<file path="config.mk">
export PLATFORM = sky130hd
export DESIGN_NAME = i2c_master_byte_engine_unit
export DESIGN_NICKNAME = d
export VERILOG_FILES = /design/src/rtl/i2cmbe_pkg.sv /design/src/rtl/i2cmbe_front.sv /design/src/rtl/i2cmbe_queue.sv /design/src/rtl/i2cmbe_back.sv /design/src/rtl/i2c_master_byte_engine_unit.sv
export SDC_FILE = /design/constraint.sdc
export NUM_CORES = 1
export LEC_CHECK = 0
export BUFFER_PORTS_ARGS = -buffer_cell sky130_fd_sc_hd__buf_2
export CAP_MARGIN = 10
export CELL_PAD_IN_SITES_DETAIL_PLACEMENT = 1
export CELL_PAD_IN_SITES_GLOBAL_PLACEMENT = 1
export CORE_MARGIN = 2
export CORE_UTILIZATION = 42
export DETAILED_ROUTE_END_ITERATION = 6
export PLACE_DENSITY_LB_ADDON = 0.1
export SLEW_MARGIN = 20
export SYNTH_ARGS = -nofsm -noshare
export SYNTH_HDL_FRONTEND = slang
export SYNTH_SLANG_ARGS = --single-unit
</file>
<file path="constraint.sdc">
create_clock -name clock -period 7 [get_ports clock]
set_clock_uncertainty 0.05 [all_clocks]
set_input_delay 0.7 -clock clock [delete_from_list [all_inputs] [get_ports clock]]
set_output_delay 0.7 -clock clock [all_outputs]
set_load 0.005 [all_outputs]
</file>
<file path="src/rtl/i2cmbe_pkg.sv">
// Shared types and constants for the I2C master byte engine.
// Used by the front decoder, the word queue, the bus sequencer and the top level.
`default_nettype none

package i2cmbe_pkg;

   // Operation codes carried on the request channel.
   localparam logic [2:0] OP_TICK      = 3'd0;
   localparam logic [2:0] OP_START     = 3'd1;
   localparam logic [2:0] OP_STOP      = 3'd2;
   localparam logic [2:0] OP_SEND      = 3'd3;
   localparam logic [2:0] OP_READ_ACK  = 3'd4;
   localparam logic [2:0] OP_READ_NACK = 3'd5;

   localparam logic [7:0] MSB_MASK      = 8'h80;
   localparam logic [7:0] TIMEOUT_RESET = 8'd200;
   localparam logic [3:0] BITS_PER_BYTE = 4'd8;

   localparam int QUEUE_DEPTH = 2;
   localparam int QUEUE_PTR_W = (QUEUE_DEPTH > 1) ? $clog2(QUEUE_DEPTH) : 1;
   localparam int QUEUE_CNT_W = $clog2(QUEUE_DEPTH + 1);

   typedef enum logic [2:0] {
      KIND_TICK,
      KIND_START,
      KIND_STOP,
      KIND_SEND,
      KIND_READ_ACK,
      KIND_READ_NACK
   } kind_type;

   typedef struct packed {
      logic [2:0] operation;
      logic [7:0] tx_byte;
      logic       sda_sample;
   } req_type;

   typedef struct packed {
      logic       scl_level;
      logic       sda_drive;
      logic       sda_is_input;
      logic       busy_res;
      logic       done_res;
      logic [7:0] rx_byte;
      logic       no_ack;
   } rsp_type;

   typedef struct packed {
      kind_type   kind;
      logic [7:0] tx_byte;
      logic       sda_sample;
   } item_type;

endpackage

`default_nettype wire

</file>
<file path="src/rtl/i2cmbe_front.sv">
// Front end of the I2C master byte engine: classifies request words.
// Depends on i2cmbe_pkg for the request and classified item types.
`default_nettype none

module i2cmbe_front (
   input  wire  i2cmbe_pkg::req_type  req_payload,
   output i2cmbe_pkg::item_type       item
);

   // Unknown operation codes behave as plain ticks.
   always_comb begin
      item.tx_byte    = req_payload.tx_byte;
      item.sda_sample = req_payload.sda_sample;
      case (req_payload.operation)
         i2cmbe_pkg::OP_START:     item.kind = i2cmbe_pkg::KIND_START;
         i2cmbe_pkg::OP_STOP:      item.kind = i2cmbe_pkg::KIND_STOP;
         i2cmbe_pkg::OP_SEND:      item.kind = i2cmbe_pkg::KIND_SEND;
         i2cmbe_pkg::OP_READ_ACK:  item.kind = i2cmbe_pkg::KIND_READ_ACK;
         i2cmbe_pkg::OP_READ_NACK: item.kind = i2cmbe_pkg::KIND_READ_NACK;
         default:                  item.kind = i2cmbe_pkg::KIND_TICK;
      endcase
   end

endmodule

`default_nettype wire

</file>
<file path="src/rtl/i2cmbe_queue.sv">
// Short word queue between the front decoder and the bus sequencer.
// Depends on i2cmbe_pkg for the item type and the queue depth.
`default_nettype none

module i2cmbe_queue (
   input  wire                        clock,
   input  wire                        reset,
   input  wire                        push,
   input  wire  i2cmbe_pkg::item_type push_item,
   output logic                       full,
   input  wire                        pop,
   output logic                       pop_valid,
   output i2cmbe_pkg::item_type       pop_item
);

   localparam logic [i2cmbe_pkg::QUEUE_PTR_W-1:0] PTR_LAST =
      i2cmbe_pkg::QUEUE_PTR_W'(i2cmbe_pkg::QUEUE_DEPTH - 1);
   localparam logic [i2cmbe_pkg::QUEUE_CNT_W-1:0] CNT_FULL =
      i2cmbe_pkg::QUEUE_CNT_W'(i2cmbe_pkg::QUEUE_DEPTH);

   i2cmbe_pkg::item_type                 slot_ff [i2cmbe_pkg::QUEUE_DEPTH];
   logic [i2cmbe_pkg::QUEUE_PTR_W-1:0]   wr_ptr_ff, wr_ptr_in;
   logic [i2cmbe_pkg::QUEUE_PTR_W-1:0]   rd_ptr_ff, rd_ptr_in;
   logic [i2cmbe_pkg::QUEUE_CNT_W-1:0]   count_ff, count_in;
   logic                                 do_push, do_pop;

   assign full      = (count_ff == CNT_FULL);
   assign pop_valid = (count_ff != '0);
   assign pop_item  = slot_ff[rd_ptr_ff];
   assign do_push   = push && !full;
   assign do_pop    = pop && pop_valid;

   always_comb begin
      wr_ptr_in = wr_ptr_ff;
      rd_ptr_in = rd_ptr_ff;
      count_in  = count_ff;
      if (do_push) begin
         wr_ptr_in = (wr_ptr_ff == PTR_LAST) ? '0 : wr_ptr_ff + 1'b1;
      end
      if (do_pop) begin
         rd_ptr_in = (rd_ptr_ff == PTR_LAST) ? '0 : rd_ptr_ff + 1'b1;
      end
      if (do_push && !do_pop) begin
         count_in = count_ff + 1'b1;
      end else if (do_pop && !do_push) begin
         count_in = count_ff - 1'b1;
      end
   end

   always_ff @(posedge clock) begin
      if (reset) begin
         wr_ptr_ff <= '0;
         rd_ptr_ff <= '0;
         count_ff  <= '0;
      end else begin
         wr_ptr_ff <= wr_ptr_in;
         rd_ptr_ff <= rd_ptr_in;
         count_ff  <= count_in;
      end
   end

   always_ff @(posedge clock) begin
      if (do_push) begin
         slot_ff[wr_ptr_ff] <= push_item;
      end
   end

endmodule

`default_nettype wire

</file>
<file path="src/rtl/i2cmbe_back.sv">
// Back end of the I2C master byte engine: the half-bit bus sequencer and
// its result register. Depends on i2cmbe_pkg for item and result types.
`default_nettype none

module i2cmbe_back (
   input  wire                        clock,
   input  wire                        reset,
   input  wire                        csr_wr_en,
   input  wire  [7:0]                 csr_wr_data,
   input  wire                        item_valid,
   input  wire  i2cmbe_pkg::item_type item,
   output logic                       item_pop,
   output logic                       rsp_valid,
   input  wire                        rsp_stall,
   output i2cmbe_pkg::rsp_type        rsp_payload
);

   typedef enum logic [3:0] {
      PH_IDLE, PH_ST1, PH_ST2, PH_SP1, PH_SP2, PH_TXL, PH_TXH,
      PH_AKL, PH_AKW, PH_RXL, PH_RXH, PH_RAL, PH_RAH
   } phase_type;

   phase_type            phase_ff, phase_in;
   logic                 ack_sel_ff, ack_sel_in;
   logic [7:0]           shift_ff, shift_in;
   logic [3:0]           bit_count_ff, bit_count_in;
   logic [7:0]           wait_count_ff, wait_count_in;
   logic                 scl_ff, scl_in;
   logic                 sda_ff, sda_in;
   logic                 ack_flag_ff, ack_flag_in;
   logic [7:0]           rx_hold_ff, rx_hold_in;
   logic [7:0]           timeout_ff;
   logic                 done;
   logic                 rsp_valid_ff, rsp_valid_in;
   i2cmbe_pkg::rsp_type  rsp_ff, rsp_in;

   // One word per cycle moves whenever the result register is free or drains.
   assign item_pop    = item_valid && (!rsp_valid_ff || !rsp_stall);
   assign rsp_valid   = rsp_valid_ff;
   assign rsp_payload = rsp_ff;

   always_comb begin
      phase_in      = phase_ff;
      ack_sel_in    = ack_sel_ff;
      shift_in      = shift_ff;
      bit_count_in  = bit_count_ff;
      wait_count_in = wait_count_ff;
      scl_in        = scl_ff;
      sda_in        = sda_ff;
      ack_flag_in   = ack_flag_ff;
      rx_hold_in    = rx_hold_ff;
      done          = 1'b0;

      if (phase_ff == PH_IDLE && item.kind != i2cmbe_pkg::KIND_TICK) begin
         case (item.kind)
            i2cmbe_pkg::KIND_START: begin
               sda_in   = 1'b1;
               scl_in   = 1'b1;
               phase_in = PH_ST1;
            end
            i2cmbe_pkg::KIND_STOP: begin
               sda_in   = 1'b0;
               phase_in = PH_SP1;
            end
            i2cmbe_pkg::KIND_SEND: begin
               shift_in     = item.tx_byte;
               bit_count_in = '0;
               scl_in       = 1'b0;
               sda_in       = |(item.tx_byte & i2cmbe_pkg::MSB_MASK);
               phase_in     = PH_TXL;
            end
            default: begin
               ack_sel_in   = (item.kind == i2cmbe_pkg::KIND_READ_ACK);
               shift_in     = '0;
               bit_count_in = '0;
               scl_in       = 1'b0;
               sda_in       = 1'b1;
               phase_in     = PH_RXL;
            end
         endcase
      end else begin
         case (phase_ff)
            PH_ST1: begin
               sda_in   = 1'b0;
               phase_in = PH_ST2;
            end
            PH_ST2: begin
               scl_in   = 1'b0;
               phase_in = PH_IDLE;
               done     = 1'b1;
            end
            PH_SP1: begin
               scl_in   = 1'b1;
               phase_in = PH_SP2;
            end
            PH_SP2: begin
               sda_in   = 1'b1;
               phase_in = PH_IDLE;
               done     = 1'b1;
            end
            PH_TXL: begin
               scl_in   = 1'b1;
               phase_in = PH_TXH;
            end
            PH_TXH: begin
               scl_in       = 1'b0;
               bit_count_in = bit_count_ff + 4'd1;
               shift_in     = {shift_ff[6:0], 1'b0};
               if (bit_count_in < i2cmbe_pkg::BITS_PER_BYTE) begin
                  sda_in   = |(shift_in & i2cmbe_pkg::MSB_MASK);
                  phase_in = PH_TXL;
               end else begin
                  sda_in   = 1'b1;
                  phase_in = PH_AKL;
               end
            end
            PH_AKL: begin
               scl_in        = 1'b1;
               wait_count_in = '0;
               phase_in      = PH_AKW;
            end
            PH_AKW: begin
               if (!item.sda_sample) begin
                  ack_flag_in = 1'b0;
                  scl_in      = 1'b0;
                  phase_in    = PH_IDLE;
                  done        = 1'b1;
               end else begin
                  wait_count_in = wait_count_ff + 8'd1;
                  if (wait_count_in >= timeout_ff) begin
                     ack_flag_in = 1'b1;
                     scl_in      = 1'b0;
                     phase_in    = PH_IDLE;
                     done        = 1'b1;
                  end
               end
            end
            PH_RXL: begin
               scl_in   = 1'b1;
               phase_in = PH_RXH;
            end
            PH_RXH: begin
               shift_in     = {shift_ff[6:0], item.sda_sample};
               scl_in       = 1'b0;
               bit_count_in = bit_count_ff + 4'd1;
               if (bit_count_in < i2cmbe_pkg::BITS_PER_BYTE) begin
                  phase_in = PH_RXL;
               end else begin
                  sda_in   = !ack_sel_ff;
                  phase_in = PH_RAL;
               end
            end
            PH_RAL: begin
               scl_in   = 1'b1;
               phase_in = PH_RAH;
            end
            PH_RAH: begin
               scl_in     = 1'b0;
               rx_hold_in = shift_ff;
               phase_in   = PH_IDLE;
               done       = 1'b1;
            end
            default: begin
               phase_in = PH_IDLE;
            end
         endcase
      end

      rsp_in.scl_level    = scl_in;
      rsp_in.sda_drive    = sda_in;
      rsp_in.sda_is_input = phase_in inside {PH_AKL, PH_AKW, PH_RXL, PH_RXH};
      rsp_in.busy_res     = (phase_in != PH_IDLE);
      rsp_in.done_res     = done;
      rsp_in.rx_byte      = rx_hold_in;
      rsp_in.no_ack       = ack_flag_in;

      if (item_pop) begin
         rsp_valid_in = 1'b1;
      end else if (!rsp_stall) begin
         rsp_valid_in = 1'b0;
      end else begin
         rsp_valid_in = rsp_valid_ff;
      end
   end

   always_ff @(posedge clock) begin
      if (reset) begin
         phase_ff      <= PH_IDLE;
         ack_sel_ff    <= 1'b0;
         shift_ff      <= '0;
         bit_count_ff  <= '0;
         wait_count_ff <= '0;
         scl_ff        <= 1'b1;
         sda_ff        <= 1'b1;
         ack_flag_ff   <= 1'b0;
         rx_hold_ff    <= '0;
         timeout_ff    <= i2cmbe_pkg::TIMEOUT_RESET;
         rsp_valid_ff  <= 1'b0;
      end else begin
         if (csr_wr_en) begin
            timeout_ff <= csr_wr_data;
         end
         rsp_valid_ff <= rsp_valid_in;
         if (item_pop) begin
            phase_ff      <= phase_in;
            ack_sel_ff    <= ack_sel_in;
            shift_ff      <= shift_in;
            bit_count_ff  <= bit_count_in;
            wait_count_ff <= wait_count_in;
            scl_ff        <= scl_in;
            sda_ff        <= sda_in;
            ack_flag_ff   <= ack_flag_in;
            rx_hold_ff    <= rx_hold_in;
         end
      end
      if (item_pop) begin
         rsp_ff <= rsp_in;
      end
   end

endmodule

`default_nettype wire

</file>
<file path="src/rtl/i2c_master_byte_engine_unit.sv">
// Top level of the I2C master byte engine: front decoder, word queue and
// bus sequencer. Depends on i2cmbe_pkg and the three i2cmbe_* modules.
//
// Usage: every request word is either a command (start, stop, send byte,
// read with ACK, read with NACK) or a tick that advances the bus by one
// half-bit phase and carries the sampled SDA level. A command is acted on
// only while the sequencer is idle; otherwise it counts as a tick. Every
// request word yields exactly one response word with the SCL and SDA line
// levels, the SDA direction, busy and done flags, the last received byte
// and the no-acknowledge flag.
// The acknowledge timeout is written through csr_wr_en and csr_wr_data and
// resets to 200 ticks.
// A word accepted on the request side passes through the queue slot and then the
// sequencer's result register before it can be taken from the response side.
// Throughput: one word per cycle while the receiver does not stall; each word is one
// small state update in the sequencer, and the output register lets the next word
// enter in the same cycle that a waiting result is taken.
// When the receiver stalls, the result register holds, the sequencer stops,
// and the two-entry queue fills; req_stall rises once it is full.
// Reset (synchronous, active high) empties the queue, clears the result
// register and returns the bus to idle with SCL and SDA released high.
`default_nettype none

module i2c_master_byte_engine_unit (
   input  wire                        clock,
   input  wire                        reset,
   input  wire                        req_valid,
   output logic                       req_stall,
   input  wire  i2cmbe_pkg::req_type  req_payload,
   output logic                       rsp_valid,
   input  wire                        rsp_stall,
   output i2cmbe_pkg::rsp_type        rsp_payload,
   input  wire                        csr_wr_en,
   input  wire  [7:0]                 csr_wr_data
);

   i2cmbe_pkg::item_type  front_item;
   i2cmbe_pkg::item_type  queue_item;
   logic                  queue_full;
   logic                  queue_valid;
   logic                  queue_pop;

   // The queue accepts a word whenever it has room, independent of the
   // sequencer, so the request side only sees the queue occupancy.
   assign req_stall = queue_full;

   i2cmbe_front u_front (
      .req_payload (req_payload),
      .item        (front_item)
   );

   i2cmbe_queue u_queue (
      .clock     (clock),
      .reset     (reset),
      .push      (req_valid),
      .push_item (front_item),
      .full      (queue_full),
      .pop       (queue_pop),
      .pop_valid (queue_valid),
      .pop_item  (queue_item)
   );

   // The sequencer pops one word per cycle whenever its result register
   // is empty or being drained in the same cycle.
   i2cmbe_back u_back (
      .clock       (clock),
      .reset       (reset),
      .csr_wr_en   (csr_wr_en),
      .csr_wr_data (csr_wr_data),
      .item_valid  (queue_valid),
      .item        (queue_item),
      .item_pop    (queue_pop),
      .rsp_valid   (rsp_valid),
      .rsp_stall   (rsp_stall),
      .rsp_payload (rsp_payload)
   );

endmodule

`default_nettype wire

</file>
==> impl_metrics.env <==
export IMPL_regArea_um2=2140
export IMPL_route_vias_total=3075
export IMPL_clock_latency_ns=0.36
export IMPL_worstPathArrival_ns=3.07
export IMPL_hpwl_um=6360
export IMPL_cts_sinks=88
export IMPL_io_buffers=40
export IMPL_drv_cap=0
export IMPL_leakagePower_nw=1.76
export IMPL_pwr_share_clk_pct=20.4
export IMPL_netSwitchingFraction_pct=38.7
export IMPL_yosysWarnings=0
export IMPL_ioPinCount=41
export IMPL_cts_repair_resized=0
export IMPL_seqPwrFrac_pct=43.8
export IMPL_outcome="completed"
export IMPL_synth_cell_types=56
export IMPL_drive_above_1_share_pct=17.2
export IMPL_slowest_delay_ns=0.83
export IMPL_rsz0062_at_grt="false"
export IMPL_critical_path_class="reg2reg"
export IMPL_timing_setup_tns_ns=0
export IMPL_die_w_um=103
export IMPL_fmax_mhz=343
export IMPL_end_kind="register"
export IMPL_n_antenna_cell=0
export IMPL_yosysTopAreaCellShare_pct=27.7
export IMPL_clkTransAtPathRegs_ns=0.09
export IMPL_layout_setup_ws_ns=4.09
export IMPL_syn_to_final_growth_pct=11.9
export IMPL_p_per_area_nw_per_um2=387
export IMPL_cts_path_max_buffers=2
export IMPL_rows=36
export IMPL_track_usage_pct=18.5
export IMPL_grt_overflow=0
export IMPL_initial_core_util_pct=42.8
export IMPL_first_iter_violations=105
export IMPL_worst_slew_pin_slew_ns=0.980
export IMPL_critPathMaxFanout=20
export IMPL_cts_setup_buffers=0
export IMPL_required_ns=7.16
export IMPL_synth_area_leader_cell="edfxtp_1"
export IMPL_fin_crit_ns=2.91
export IMPL_start_kind="register"
export IMPL_postSynthCellCount=409
export IMPL_avgSynthCellArea_um2=10.1
export IMPL_ant_nets=0
export IMPL_cts_hold_buf=0
export IMPL_root_buffer="clkbuf_8"
export IMPL_slowest_stage="dfxtp_1"
export IMPL_dr_pass1_iters=4
export IMPL_nNetsFinal=478
export IMPL_utilization_pct=47.9
export IMPL_synth_edf_count=38
export IMPL_dieArea_um2=10600
export IMPL_place_ws_ns=4.09
export IMPL_cts_htree_levels=3
export IMPL_crit_chain="or4b_2 > nand3_1 > and2_1 > nor2_1 > or2_1 > mux2i_1"
export IMPL_synth_seq_cells=88
export IMPL_place_inst=564
export IMPL_synthFlopType="dfxtp_1"
export IMPL_die_h_um=103
export IMPL_synthesis_area_um2=4120
export IMPL_finalSetupViolations=0
export IMPL_combPwrFrac_pct=35.8
export IMPL_fillers=1119
export IMPL_fin_crit_sh_pct=41.6
export IMPL_grt_pass1_wl_um=15000
export IMPL_final_max_slew_viol_count=0
export IMPL_routed_via_density=5.30
export IMPL_synth_fp_nets=445
export IMPL_cts_tree="built"
export IMPL_relSlewSlack_pct=34.5
export IMPL_first_global_vias=2982
export IMPL_drc=0
export IMPL_hold_viol_final=0
export IMPL_antenna_found_initial=0
export IMPL_ir_drop_v=0.000213
export IMPL_core_um2=9640
export IMPL_hp_class="reg2reg"
export IMPL_grt_max_degree=50
export IMPL_gp_congestion=0.852
export IMPL_multiInputGateArea_um2=1820
export IMPL_finalWirelength_um=9110
export IMPL_fin_hold_ws_ns=0.410
export IMPL_final_cells=580
export IMPL_cts_buffers=9
export IMPL_async_flop_share_pct=0
export IMPL_power_switching_w=0.000692
export IMPL_synthTopCellsByArea="edfxtp_1 28%, dfxtp_1 24%, nor2_1 4.6%"
export IMPL_internal_power_w=0.00109
export IMPL_post_drt_wl_per_cell_um=15.7
export IMPL_seq_area_frac_synth_pct=52.0
==> state kept, by name, summed over array words and instances, names as in the netlist, named ones only <==
signal                flops
u_back.timeout_ff         8
u_back.sda_ff             1
u_back.rx_hold_ff         8
u_back.rsp_payload       14
u_queue.rd_ptr_ff         1
u_back.phase_ff           4
u_back.rsp_valid          1
u_back.shift_ff           8
u_back.bit_count_ff       4
u_back.ack_flag_ff        1
u_back.scl_ff             1
u_queue.slot_ff          24
u_back.ack_sel_ff         1
u_queue.count_ff          2
u_back.wait_count_ff      8
u_queue.wr_ptr_ff         1
==> final cells by class <==
type                       count  area share [%]
clock buffer                  12            3.82
clock inverter                 4           0.705
inverter                      15            1.22
multi-input combinational    286            39.5
sequential                    88            46.4
tap                          133            3.61
timing repair buffer          42            4.67
==> routing by layer <==
metal | wire length (um) | up-vias | global-route usage, %
met5 | 0 | - | 0
met4 | 146 | 0 | 7.79
met3 | 270 | 11 | 3.59
met2 | 3910 | 46 | 27.4
met1 | 4780 | 1476 | 26.4
li1 | - | 1542 | -
==> layout by cell type, fill, tap and decap left out, types with 5 or more instances in the layout <==
cell type and n:
nor2_1 50, dfxtp_1 50, buf_2 40, edfxtp_1 38, nand2_1 37, a21oi_1 33, a211oi_1 16, inv_1 15
o21ai_0 15, mux2i_1 15, ha_1 11, clkbuf_8 11, nor3_1 10, mux2_2 9, nand3_1 8, xor2_1 8
o211ai_1 7, nor2b_1 7, xnor2_1 5
==> stage by stage <==
step                total power, W  cell area, um^2
finish                     0.00179             4610
global route               0.00192             4610
CTS                        0.00180             4610
detailed placement         0.00143             4400
global placement           0.00142             4400
floorplan                  0.00126             4120
==> critical path: cells and delay by family, from the launching register on <==
kind	cells	cell delay, ns
mux	1	0.14
flops	1	0.83
simple gates	5	1.73
==> synth_stat cells (2+ instances only) <==
| library cell | n |
|---|---|
| xor2_1 | 8 |
| xnor2_1 | 5 |
| and3_1 | 4 |
| ha_1 | 11 |
| a21oi_1 | 33 |
| mux2_2 | 9 |
| dfxtp_1 | 50 |
| edfxtp_1 | 38 |
| nand3_2 | 2 |
| buf_2 | 5 |
| nand4b_1 | 2 |
| mux2i_1 | 15 |
| or3_1 | 3 |
| nand2b_1 | 4 |
| or4b_2 | 3 |
| clkbuf_1 | 12 |
| o21ai_0 | 15 |
| a31oi_1 | 4 |
| nand3_1 | 8 |
| nor2b_1 | 7 |
| and2_1 | 2 |
| a211oi_1 | 16 |
| nand2_1 | 37 |
| nand3b_1 | 4 |
| a22oi_1 | 2 |
| nor3_1 | 10 |
| inv_1 | 15 |
| nor2_1 | 50 |
| o31ai_1 | 2 |
| o211ai_1 | 7 |
==> final timing paths <==
check                        from                      to  slack (ns)  depth (start not counted)
min          u_back.rx_hold_ff[1]    u_back.rx_hold_ff[1]        0.41                          2
max                      register  u_back.rsp_payload[11]        4.09                          6
min reg2reg  u_back.rx_hold_ff[1]    u_back.rx_hold_ff[1]        0.41                          2
max reg2reg              register  u_back.rsp_payload[11]        4.09                          6
==> kinds of logic (layout without fill, tap and decap cells) <==
kind of cell	count (synthesis)	in the layout	share of synthesized area, %
compound gates	93	93	14.5
xor+xnor	13	13	2.76
fa+ha+maj	11	11	3.34
buf+inv	35	73	3.79
flops	88	88	52.0
mux	24	24	6.10
simple gates	145	145	17.5
==> power groups by stage <==
stage / sequential [W] / clock, W / combinational [W]
final: 0.000782 / 0.000364 / 0.000640
after global routing: 0.000801 / 0.000394 / 0.000724
after CTS: 0.000782 / 0.000374 / 0.000646
after detailed placement: 0.000792 / 0 / 0.000642
after global placement: 0.000789 / 0 / 0.000627
after floorplan: 0.000733 / 0 / 0.000525
Note: power is estimated with default switching activity, not from simulation.
